`config.mk`:
```
export PLATFORM = sky130hd
export DESIGN_NAME = xoshiro256pp_generator_top
export DESIGN_NICKNAME = d
export VERILOG_FILES = /design/src/design/xsr_pkg.sv /design/src/design/xoshiro256pp_generator_top.sv /design/src/design/xsr_datapath.sv /design/src/design/xsr_ctrl.sv
export SDC_FILE = /design/constraint.sdc
export NUM_CORES = 2
export LEC_CHECK = 0
export ABC_CLOCK_PERIOD_IN_PS = 14900
export BUFFER_PORTS_ARGS = -buffer_cell sky130_fd_sc_hd__buf_2
export CORE_ASPECT_RATIO = 0.5
export CORE_MARGIN = 8
export CORE_UTILIZATION = 25
export CTS_CLUSTER_DIAMETER = 80
export CTS_CLUSTER_SIZE = 8
export DETAILED_ROUTE_END_ITERATION = 10
export GPL_ROUTABILITY_DRIVEN = 0
export GPL_TIMING_DRIVEN = 0
export SYNTH_ARGS = -nofsm -noshare
export SYNTH_HDL_FRONTEND = slang
export SYNTH_SLANG_ARGS = --single-unit
```
`constraint.sdc`:
```
create_clock -name i_clk -period 14.9 [get_ports i_clk]
set_input_delay 1.49 -clock i_clk [delete_from_list [all_inputs] [get_ports i_clk]]
set_output_delay 1.49 -clock i_clk [all_outputs]
set_load 0.03 [all_outputs]
```
`src/design/xsr_pkg.sv`:
```
// Shared types and constants for the xoshiro256++ generator.
`default_nettype none

package xsr_pkg;

    localparam int WORD_W  = 64;
    localparam int NWORDS  = 4;
    localparam int OP_W    = 2;
    localparam int IDX_W   = 8;
    localparam int SHIFT_T = 17;

    localparam logic [NWORDS*WORD_W-1:0] JUMP_POLY = {
        64'h39abdc4529b1661c, 64'ha9582618e03fc9aa,
        64'hd5a61266f0c9392c, 64'h180ec6d33cfd0aba
    };

    localparam logic [IDX_W-1:0] MOD_LAST  = 8'd63;
    localparam logic [IDX_W-1:0] JUMP_LAST = 8'd255;

    typedef logic [WORD_W-1:0] t_word;
    typedef logic [NWORDS-1:0][WORD_W-1:0] t_state;

    typedef enum logic [OP_W-1:0] {
        OP_SEED   = 2'd0,
        OP_NEXT   = 2'd1,
        OP_RANGED = 2'd2,
        OP_FORK   = 2'd3
    } t_op;

    typedef enum logic [1:0] {
        S_IDLE,
        S_MOD,
        S_FIX,
        S_JUMP
    } t_fsm;

    typedef struct packed {
        logic             load;
        logic             mod_step;
        logic             mod_fix;
        logic             jump_step;
        logic             jump_last;
        logic [IDX_W-1:0] idx;
    } t_dp_cmd;

    typedef struct packed {
        logic range_direct;
    } t_dp_sts;

    function automatic t_word scramble(input t_state s);
        t_word sum;
        sum = s[0] + s[3];
        return {sum[40:0], sum[63:41]} + s[0];
    endfunction

    function automatic t_state advance(input t_state s);
        t_state n;
        t_word  t;
        t    = s[1] << SHIFT_T;
        n    = s;
        n[2] = n[2] ^ n[0];
        n[3] = n[3] ^ n[1];
        n[1] = n[1] ^ n[2];
        n[0] = n[0] ^ n[3];
        n[2] = n[2] ^ t;
        n[3] = {n[3][18:0], n[3][63:19]};
        return n;
    endfunction

endpackage

`default_nettype wire

```
`src/design/xoshiro256pp_generator_top.sv`:
```
// Top level of the xoshiro256++ generator with ranged output and 2^128 jump.
// Seed, next and ranged next with a single-value, inverted or full range: result valid in the cycle after accept.
// Ranged next with a proper span: result from the 64-step restoring modulo unit plus one add.
// Fork: result from the 256 steps of the jump sequencer.
// One transaction is in flight at a time; the next is taken once the result register frees.
// Synchronous reset clears the state words to zero and returns the controller to idle.
`default_nettype none

module xoshiro256pp_generator_top (
    input  wire logic        i_clk,
    input  wire logic        i_rst_n,
    input  wire logic        i_valid,
    output logic             o_ready,
    input  wire logic [1:0]  i_op,
    input  wire logic [63:0] i_seed,
    input  wire logic [63:0] i_range_low,
    input  wire logic [63:0] i_range_high,
    output logic             o_valid,
    input  wire logic        i_ready,
    output logic [63:0]      o_value,
    output logic [63:0]      o_forked_word0,
    output logic [63:0]      o_forked_word1,
    output logic [63:0]      o_forked_word2,
    output logic [63:0]      o_forked_word3
);
    import xsr_pkg::*;

    t_dp_cmd cmd;
    t_dp_sts sts;

    xsr_ctrl u_ctrl (
        .i_clk   (i_clk),
        .i_rst_n (i_rst_n),
        .i_valid (i_valid),
        .o_ready (o_ready),
        .i_op    (i_op),
        .o_valid (o_valid),
        .i_ready (i_ready),
        .i_sts   (sts),
        .o_cmd   (cmd)
    );

    xsr_datapath u_datapath (
        .i_clk          (i_clk),
        .i_rst_n        (i_rst_n),
        .i_cmd          (cmd),
        .o_sts          (sts),
        .i_op           (i_op),
        .i_seed         (i_seed),
        .i_range_low    (i_range_low),
        .i_range_high   (i_range_high),
        .o_value        (o_value),
        .o_forked_word0 (o_forked_word0),
        .o_forked_word1 (o_forked_word1),
        .o_forked_word2 (o_forked_word2),
        .o_forked_word3 (o_forked_word3)
    );

endmodule

`default_nettype wire

```
`src/design/xsr_datapath.sv`:
```
// Datapath: state words, jump accumulator, restoring modulo and result registers.
`default_nettype none

module xsr_datapath (
    input  wire logic            i_clk,
    input  wire logic            i_rst_n,
    input  wire xsr_pkg::t_dp_cmd i_cmd,
    output xsr_pkg::t_dp_sts     o_sts,
    input  wire logic [1:0]      i_op,
    input  wire logic [63:0]     i_seed,
    input  wire logic [63:0]     i_range_low,
    input  wire logic [63:0]     i_range_high,
    output logic [63:0]          o_value,
    output logic [63:0]          o_forked_word0,
    output logic [63:0]          o_forked_word1,
    output logic [63:0]          o_forked_word2,
    output logic [63:0]          o_forked_word3
);
    import xsr_pkg::*;

    t_state r_s;
    t_state r_acc;
    t_word  r_div;
    t_word  r_rem;
    t_word  r_span;
    t_word  r_lo;
    t_word  r_value;
    t_state r_fork;

    t_word          raw;
    t_state         adv;
    t_word          span;
    logic           lo_ge_hi;
    logic [WORD_W:0] rem_sh;
    logic [WORD_W:0] rem_sub;
    t_state         acc_next;

    always_comb begin
        raw      = scramble(r_s);
        adv      = advance(r_s);
        span     = i_range_high - i_range_low + t_word'(1);
        lo_ge_hi = (i_range_low >= i_range_high);
        o_sts.range_direct = lo_ge_hi || (span == '0);
        rem_sh   = {r_rem, r_div[WORD_W-1]};
        rem_sub  = rem_sh - {1'b0, r_span};
        acc_next = JUMP_POLY[i_cmd.idx] ? (r_acc ^ r_s) : r_acc;
    end

    always_ff @(posedge i_clk) begin
        if (!i_rst_n) begin
            r_s <= '0;
        end else if (i_cmd.load) begin
            unique case (t_op'(i_op))
                OP_SEED: begin
                    r_s <= {NWORDS{i_seed}};
                end
                OP_NEXT: begin
                    r_s <= adv;
                end
                OP_RANGED: begin
                    if (!lo_ge_hi) begin
                        r_s <= adv;
                    end
                end
                OP_FORK: begin
                    r_s <= r_s;
                end
                default: begin
                    r_s <= r_s;
                end
            endcase
        end else if (i_cmd.jump_step) begin
            if (i_cmd.jump_last) begin
                r_s <= acc_next;
            end else begin
                r_s <= adv;
            end
        end
    end

    always_ff @(posedge i_clk) begin
        if (i_cmd.load) begin
            r_acc  <= '0;
            r_div  <= raw;
            r_rem  <= '0;
            r_span <= span;
            r_lo   <= i_range_low;
            r_fork <= (t_op'(i_op) == OP_FORK) ? r_s : '0;
            unique case (t_op'(i_op))
                OP_NEXT: begin
                    r_value <= raw;
                end
                OP_RANGED: begin
                    r_value <= lo_ge_hi ? i_range_low : raw;
                end
                default: begin
                    r_value <= '0;
                end
            endcase
        end else begin
            if (i_cmd.jump_step) begin
                r_acc <= acc_next;
            end
            if (i_cmd.mod_step) begin
                r_div <= r_div << 1;
                if (!rem_sub[WORD_W]) begin
                    r_rem <= rem_sub[WORD_W-1:0];
                end else begin
                    r_rem <= rem_sh[WORD_W-1:0];
                end
            end
            if (i_cmd.mod_fix) begin
                r_value <= r_rem + r_lo;
            end
        end
    end

    assign o_value        = r_value;
    assign o_forked_word0 = r_fork[0];
    assign o_forked_word1 = r_fork[1];
    assign o_forked_word2 = r_fork[2];
    assign o_forked_word3 = r_fork[3];

endmodule

`default_nettype wire

```
`src/design/xsr_ctrl.sv`:
```
// Controller: transaction handshake, step counter and sequencing of the datapath.
`default_nettype none

module xsr_ctrl (
    input  wire logic             i_clk,
    input  wire logic             i_rst_n,
    input  wire logic             i_valid,
    output logic                  o_ready,
    input  wire logic [1:0]       i_op,
    output logic                  o_valid,
    input  wire logic             i_ready,
    input  wire xsr_pkg::t_dp_sts i_sts,
    output xsr_pkg::t_dp_cmd      o_cmd
);
    import xsr_pkg::*;

    t_fsm             r_state;
    t_fsm             n_state;
    logic [IDX_W-1:0] r_idx;
    logic [IDX_W-1:0] n_idx;
    logic             r_out_valid;
    logic             n_out_valid;
    logic             accept;
    logic             done_now;

    assign accept = i_valid && o_ready;

    always_comb begin
        n_state = r_state;
        unique case (r_state)
            S_IDLE: begin
                if (accept) begin
                    priority if (t_op'(i_op) == OP_FORK) begin
                        n_state = S_JUMP;
                    end else if (t_op'(i_op) == OP_RANGED && !i_sts.range_direct) begin
                        n_state = S_MOD;
                    end
                end
            end
            S_MOD: begin
                if (r_idx == MOD_LAST) begin
                    n_state = S_FIX;
                end
            end
            S_FIX: begin
                n_state = S_IDLE;
            end
            S_JUMP: begin
                if (r_idx == JUMP_LAST) begin
                    n_state = S_IDLE;
                end
            end
            default: begin
                n_state = S_IDLE;
            end
        endcase
    end

    always_comb begin
        o_ready         = (r_state == S_IDLE) && (!r_out_valid || i_ready);
        o_cmd.load      = accept;
        o_cmd.mod_step  = (r_state == S_MOD);
        o_cmd.mod_fix   = (r_state == S_FIX);
        o_cmd.jump_step = (r_state == S_JUMP);
        o_cmd.jump_last = (r_state == S_JUMP) && (r_idx == JUMP_LAST);
        o_cmd.idx       = r_idx;
        n_idx           = (r_state == S_MOD || r_state == S_JUMP) ? r_idx + 1'b1 : '0;
        done_now        = 1'b0;
        unique case (r_state)
            S_IDLE: begin
                done_now = accept && (t_op'(i_op) != OP_FORK) &&
                           !(t_op'(i_op) == OP_RANGED && !i_sts.range_direct);
            end
            S_FIX: begin
                done_now = 1'b1;
            end
            S_JUMP: begin
                done_now = (r_idx == JUMP_LAST);
            end
            default: begin
                done_now = 1'b0;
            end
        endcase
        if (done_now) begin
            n_out_valid = 1'b1;
        end else if (i_ready) begin
            n_out_valid = 1'b0;
        end else begin
            n_out_valid = r_out_valid;
        end
    end

    always_ff @(posedge i_clk) begin
        if (!i_rst_n) begin
            r_state     <= S_IDLE;
            r_idx       <= '0;
            r_out_valid <= 1'b0;
        end else begin
            r_state     <= n_state;
            r_idx       <= n_idx;
            r_out_valid <= n_out_valid;
        end
    end

    assign o_valid = r_out_valid;

endmodule

`default_nettype wire

```
==> parameters.txt <==
Parameter                              Value

Floorplanning
  DIE AREA ... 319900 sq um
  IO Pins ... 520
  Initial Util ... 25.12%
  Horizontal extent of the die ... 791.9 microns
  Vertical die dimension ... 404.0 microns
  Rows ... 142
  Core region area ... 299600 sq um

STA
  Count of final hold-check violations ... 0
  Final setup violation count ... 0
  Period Utilization, post-route ... 66.07%
  Worst slew margin relative to its limit ... -6.865%
  Worst-case setup margin in the final layout ... 5056 ps
  Worst Tran Pin Value ... 1603 ps
  Setup repair after global routing missed its margin ... false
  Worst hold slack after final layout ... 497.8 ps
  Time the worst path needs with I/O delays and setup ... 9844 ps
  Maximum achievable frequency ... 101.6 MHz
  Clock Skews ... 56.28 ps
  Setup Total Neg Slack ... 0 ps
  Max Transition Viols Final ... 55

CTS
  Maximum count of clock buffers along a single path ... 3
  Clock tree from TritonCTS ... done
  Clock root buffer ... sky130_fd_sc_hd__clkbuf_16
  Hold-fix buffers, CTS ... 0
  H-Tree Level Count ... 4
  CTS Buf Count ... 156
  Clock transition at the registers of the reported paths ... 50 ps
  Latest clock arrival within the worst-skew pair ... 830 ps
  Post-CTS setup-driven buffer insertion count ... 0
  Sink Count ... 1100
  Number of instances resized during post-cts repair ... 0

Pwr
  Power density normalized to cell area ... 114.0 nW/um^2
  Final Power ... 10020 uW
  Leak ... 0.03598 uW
  Max IR drop VDD ... 0.0001310 V

Logic synthesis
  Number of warnings printed during yosys synthesis ... 0
  Predominant post-synthesis flop cell ... sky130_fd_sc_hd__dfxtp_1
  Combinational family with the most area after synthesis ... compound AO/OA/AOI/OAI gates
  Multiplexer share of the synthesized area ... 0.6251%
  Syn Area/Cell ... 8.356 sq um
  Number of enable-type register cells in the synthesized netlist ... 512
  Synth unique cells ... 99
  Register bit count reported by yosys ... 1100
  Cell area after synthesis ... 75260 sq um
  Dominant cells by area after synthesis ... sky130_fd_sc_hd__edfxtp_1 (20%), sky130_fd_sc_hd__dfxtp_1 (16%), sky130_fd_sc_hd__ha_1 (7.5%), sky130_fd_sc_hd__nand2_1 (6.3%), sky130_fd_sc_hd__xnor2_1 (5.6%)
  Area fraction in compound gates after synthesis ... 20.97%
  Post-synthesis simple-gate area fraction ... 18.80%
  Cell accounting for the most synthesized area ... sky130_fd_sc_hd__edfxtp_1
  Post-synth top area share ... 20.43%
  Portion of the post-synthesis area used by sequential elements ... 36.07%
  Post-synthesis xor/xnor area fraction ... 11.21%
  Syn nets ... 9663
  Synth Area in Adders ... 7.664%
  Fraction of synthesis flops using an asynchronous set or reset pin ... 0%
  Post-Syn Instances ... 9007

Hold path
  Path type of the worst min-delay path ... register to register
  Hold EP ... u_datapath.r_div[59]
  Hold Path Cell Cnt ... 2
  Start point of the worst min-delay path ... u_datapath.r_div[58]

GRT
  Initial antenna violation count ... 67
  Largest net degree at the start of global routing ... 113
  Vias in the first global route ... 69640
  Global router's overall resource usage ... 19.96%
  Remaining Overflow, GRT ... 0
  First-pass GRT wire length ... 476400 microns

Setup path
  Worst Path Class, Setup ... register to register
  Minimum setup slack among reg-to-reg paths ... 5060 ps
  Arrival time of the worst setup path ... 10250 ps
  Worst Setup Start Kind ... register
  Crit. End Element ... register
  Critical Path RT ... 15300 ps
  Worst reg2reg startpoint ... u_datapath.r_s[28]
  Crit-path max FO ... 8
  Worst reg2reg path endpoint ... u_datapath.r_div[63]
  R2R cell count ... 26

Final layout
  Commonest non-fill, non-tap cells in the layout ... sky130_fd_sc_hd__nand2_1 (1259), sky130_fd_sc_hd__nor2_1 (844), sky130_fd_sc_hd__clkbuf_1 (630), sky130_fd_sc_hd__dfxtp_1 (588), sky130_fd_sc_hd__buf_2 (552)
  Post-layout instance count excluding filler cells ... 13850
  Fill cells ... 31890
  Most common cell after layout, fill and taps aside ... sky130_fd_sc_hd__nand2_1
  Final net count ... 10350
  Layout cells sized above 1 ... 8.251%
  Layout overhead on the synthesized area ... 16.77%

Run
  Number of max-cap violations ... 8

Placed design
  Placement Setup Slack ... 5400 ps
  Detailed placement HPWL ... 264900 microns
  Cells after DPL ... 13570
  Number of buffers added on ports ... 519

Routing
  WL final ... 338000 microns
  Via density per instance ... 5.256
  Via total after detailed routing ... 72820
  Remaining design rule violation count ... 8
  Detailed-route wire length per cell ... 24.40 microns
  Number of routed nets with antenna violations ... 0
  Initial DRC Count ... 8713
  1st-pass router iterations ... 11

Status
  Violated checks ... design-rule violations, max-capacitance violations, max-slew violations
  Result of the run ... complete, but fails checks
-- worst max-delay path: stages, from the launching register on --
cell and delay (ps):
sky130_fd_sc_hd__dfxtp_1 950, sky130_fd_sc_hd__ha_1 370, sky130_fd_sc_hd__clkbuf_1 190, sky130_fd_sc_hd__a21o_1 220, sky130_fd_sc_hd__a21o_1 170, sky130_fd_sc_hd__a2111oi_0 470
sky130_fd_sc_hd__o21ai_1 170, sky130_fd_sc_hd__a221oi_1 290, sky130_fd_sc_hd__o21ai_1 250, sky130_fd_sc_hd__a21oi_2 310, sky130_fd_sc_hd__o311a_1 260, sky130_fd_sc_hd__o21ai_1 120
sky130_fd_sc_hd__a41o_1 290, sky130_fd_sc_hd__or4_1 410, sky130_fd_sc_hd__and3_1 210, sky130_fd_sc_hd__ha_1 280, sky130_fd_sc_hd__clkbuf_1 300, sky130_fd_sc_hd__nand2_1 170
sky130_fd_sc_hd__nor3_1 370, sky130_fd_sc_hd__or4b_2 620, sky130_fd_sc_hd__o21ai_1 380, sky130_fd_sc_hd__a21oi_1 220, sky130_fd_sc_hd__o31ai_1 610, sky130_fd_sc_hd__a31oi_1 170
sky130_fd_sc_hd__a211oi_1 270, sky130_fd_sc_hd__xnor2_1 260, sky130_fd_sc_hd__o21ai_0 1090
-- sequential cells by signal, summed over array words and instances (netlist names), named ones only --
register / cells
u_datapath.o_value: 64
u_datapath.r_acc: 256
u_ctrl.o_valid: 1
u_datapath.r_span: 64
u_datapath.r_div: 64
u_datapath.o_forked_word3: 64
u_datapath.r_rem: 64
u_ctrl.r_idx: 8
u_datapath.o_forked_word1: 64
u_datapath.r_s: 256
u_ctrl.r_state: 2
u_datapath.o_forked_word0: 64
u_datapath.o_forked_word2: 64
u_datapath.r_lo: 64
-- layout make-up --
class,count,area (sq um),share of cell area (%)
Tap cell,4032,5045,5.741
Timing Repair Buffer,528,2810,3.198
Inverter,310,1164,1.324
Multi-Input combinational cell,6983,44620,50.78
Buffer,614,2364,2.690
Clock buffer,230,4212,4.792
Sequential cell,1100,27150,30.89
Antenna cell,40,100.1,0.1139
Clock inverter,16,414.1,0.4713
-- power breakdown --
group | switching [uW] | total, uW | internal, uW
sequential | 265 | 3730 | 3460
combinational | 1970 | 2820 | 852
clock | 1500 | 3470 | 1970
total | 3730 | 10000 | 6280
-- layer usage --
layer / vias to the layer above / wire length (microns) / track usage, %
met5: - / 75 / 0
met4: 12 / 37090 / 18.88
met3: 1312 / 27770 / 4.026
met2: 3969 / 158400 / 33.85
met1: 34430 / 114600 / 20.70
li1: 33100 / - / -
-- cells in the mapped netlist (13+ instances only) --
master                         n
sky130_fd_sc_hd__o211a_1      84
sky130_fd_sc_hd__inv_1       309
sky130_fd_sc_hd__a21oi_1     534
sky130_fd_sc_hd__or3_1        18
sky130_fd_sc_hd__a221oi_1     14
sky130_fd_sc_hd__dfxtp_1     588
sky130_fd_sc_hd__o31ai_1      32
sky130_fd_sc_hd__a21boi_0    162
sky130_fd_sc_hd__buf_2        33
sky130_fd_sc_hd__a211oi_1     86
sky130_fd_sc_hd__ha_1        453
sky130_fd_sc_hd__o221ai_1     17
sky130_fd_sc_hd__clkbuf_1    566
sky130_fd_sc_hd__nor2b_1      64
sky130_fd_sc_hd__xor2_1      478
sky130_fd_sc_hd__and2_1      294
sky130_fd_sc_hd__a22oi_1      63
sky130_fd_sc_hd__o211ai_1    268
sky130_fd_sc_hd__a222oi_1     58
sky130_fd_sc_hd__and3_1       35
sky130_fd_sc_hd__nand4_1      92
sky130_fd_sc_hd__o21a_1       80
sky130_fd_sc_hd__a21o_1      198
sky130_fd_sc_hd__nor4_1       17
sky130_fd_sc_hd__nand2b_1     68
sky130_fd_sc_hd__xnor2_1     485
sky130_fd_sc_hd__nor2_1      845
sky130_fd_sc_hd__o2111ai_1    14
sky130_fd_sc_hd__edfxtp_1    512
sky130_fd_sc_hd__nor3_1      123
sky130_fd_sc_hd__buf_1        15
sky130_fd_sc_hd__o21ai_0     426
sky130_fd_sc_hd__nand2_1    1259
sky130_fd_sc_hd__o21ai_1      26
sky130_fd_sc_hd__mux2i_1      29
sky130_fd_sc_hd__o22ai_1      63
sky130_fd_sc_hd__a2111oi_0    13
sky130_fd_sc_hd__mux2_2       16
sky130_fd_sc_hd__a31oi_1      42
sky130_fd_sc_hd__nand3_1     293
sky130_fd_sc_hd__o21bai_1     55
-- stage by stage --
| stage | instance area [sq um] | utilization, % |
|---|---|---|
| finish | 87880 | 29.34 |
| global route | 87840 | 29.32 |
| CTS | 87780 | 29.30 |
| detailed placement | 83150 | 27.76 |
| global placement | 82900 | 27.68 |
| floorplan | 75260 | - |
-- cells by family after synthesis --
group	after synthesis
adders and majority gates	458
DFF	1100
buffers and inverters	924
AOI/OAI and AO/OA	2351
and+or+nand+nor	3166
muxes	45
xor gates and xnor gates	963
-- worst max-delay path by stage --
| stage | start | end | slack [ps] | cells past startpoint |
|---|---|---|---|---|
| after floorplan | i_ready | u_datapath.o_forked_word0[0] | 5910 | 8 |
| after global placement | i_ready | u_datapath.o_forked_word2[32] | 2010 | 9 |
| after detailed placement | u_datapath.r_s[28] | u_datapath.r_div[63] | 5400 | 26 |
| after CTS | u_datapath.r_s[28] | u_datapath.r_div[63] | 5360 | 26 |
| after global routing | u_datapath.r_s[20] | u_datapath.r_div[63] | 5050 | 25 |
| final | u_datapath.r_s[28] | u_datapath.r_div[63] | 5060 | 26 |
Note: power is estimated with default switching activity, not from simulation.
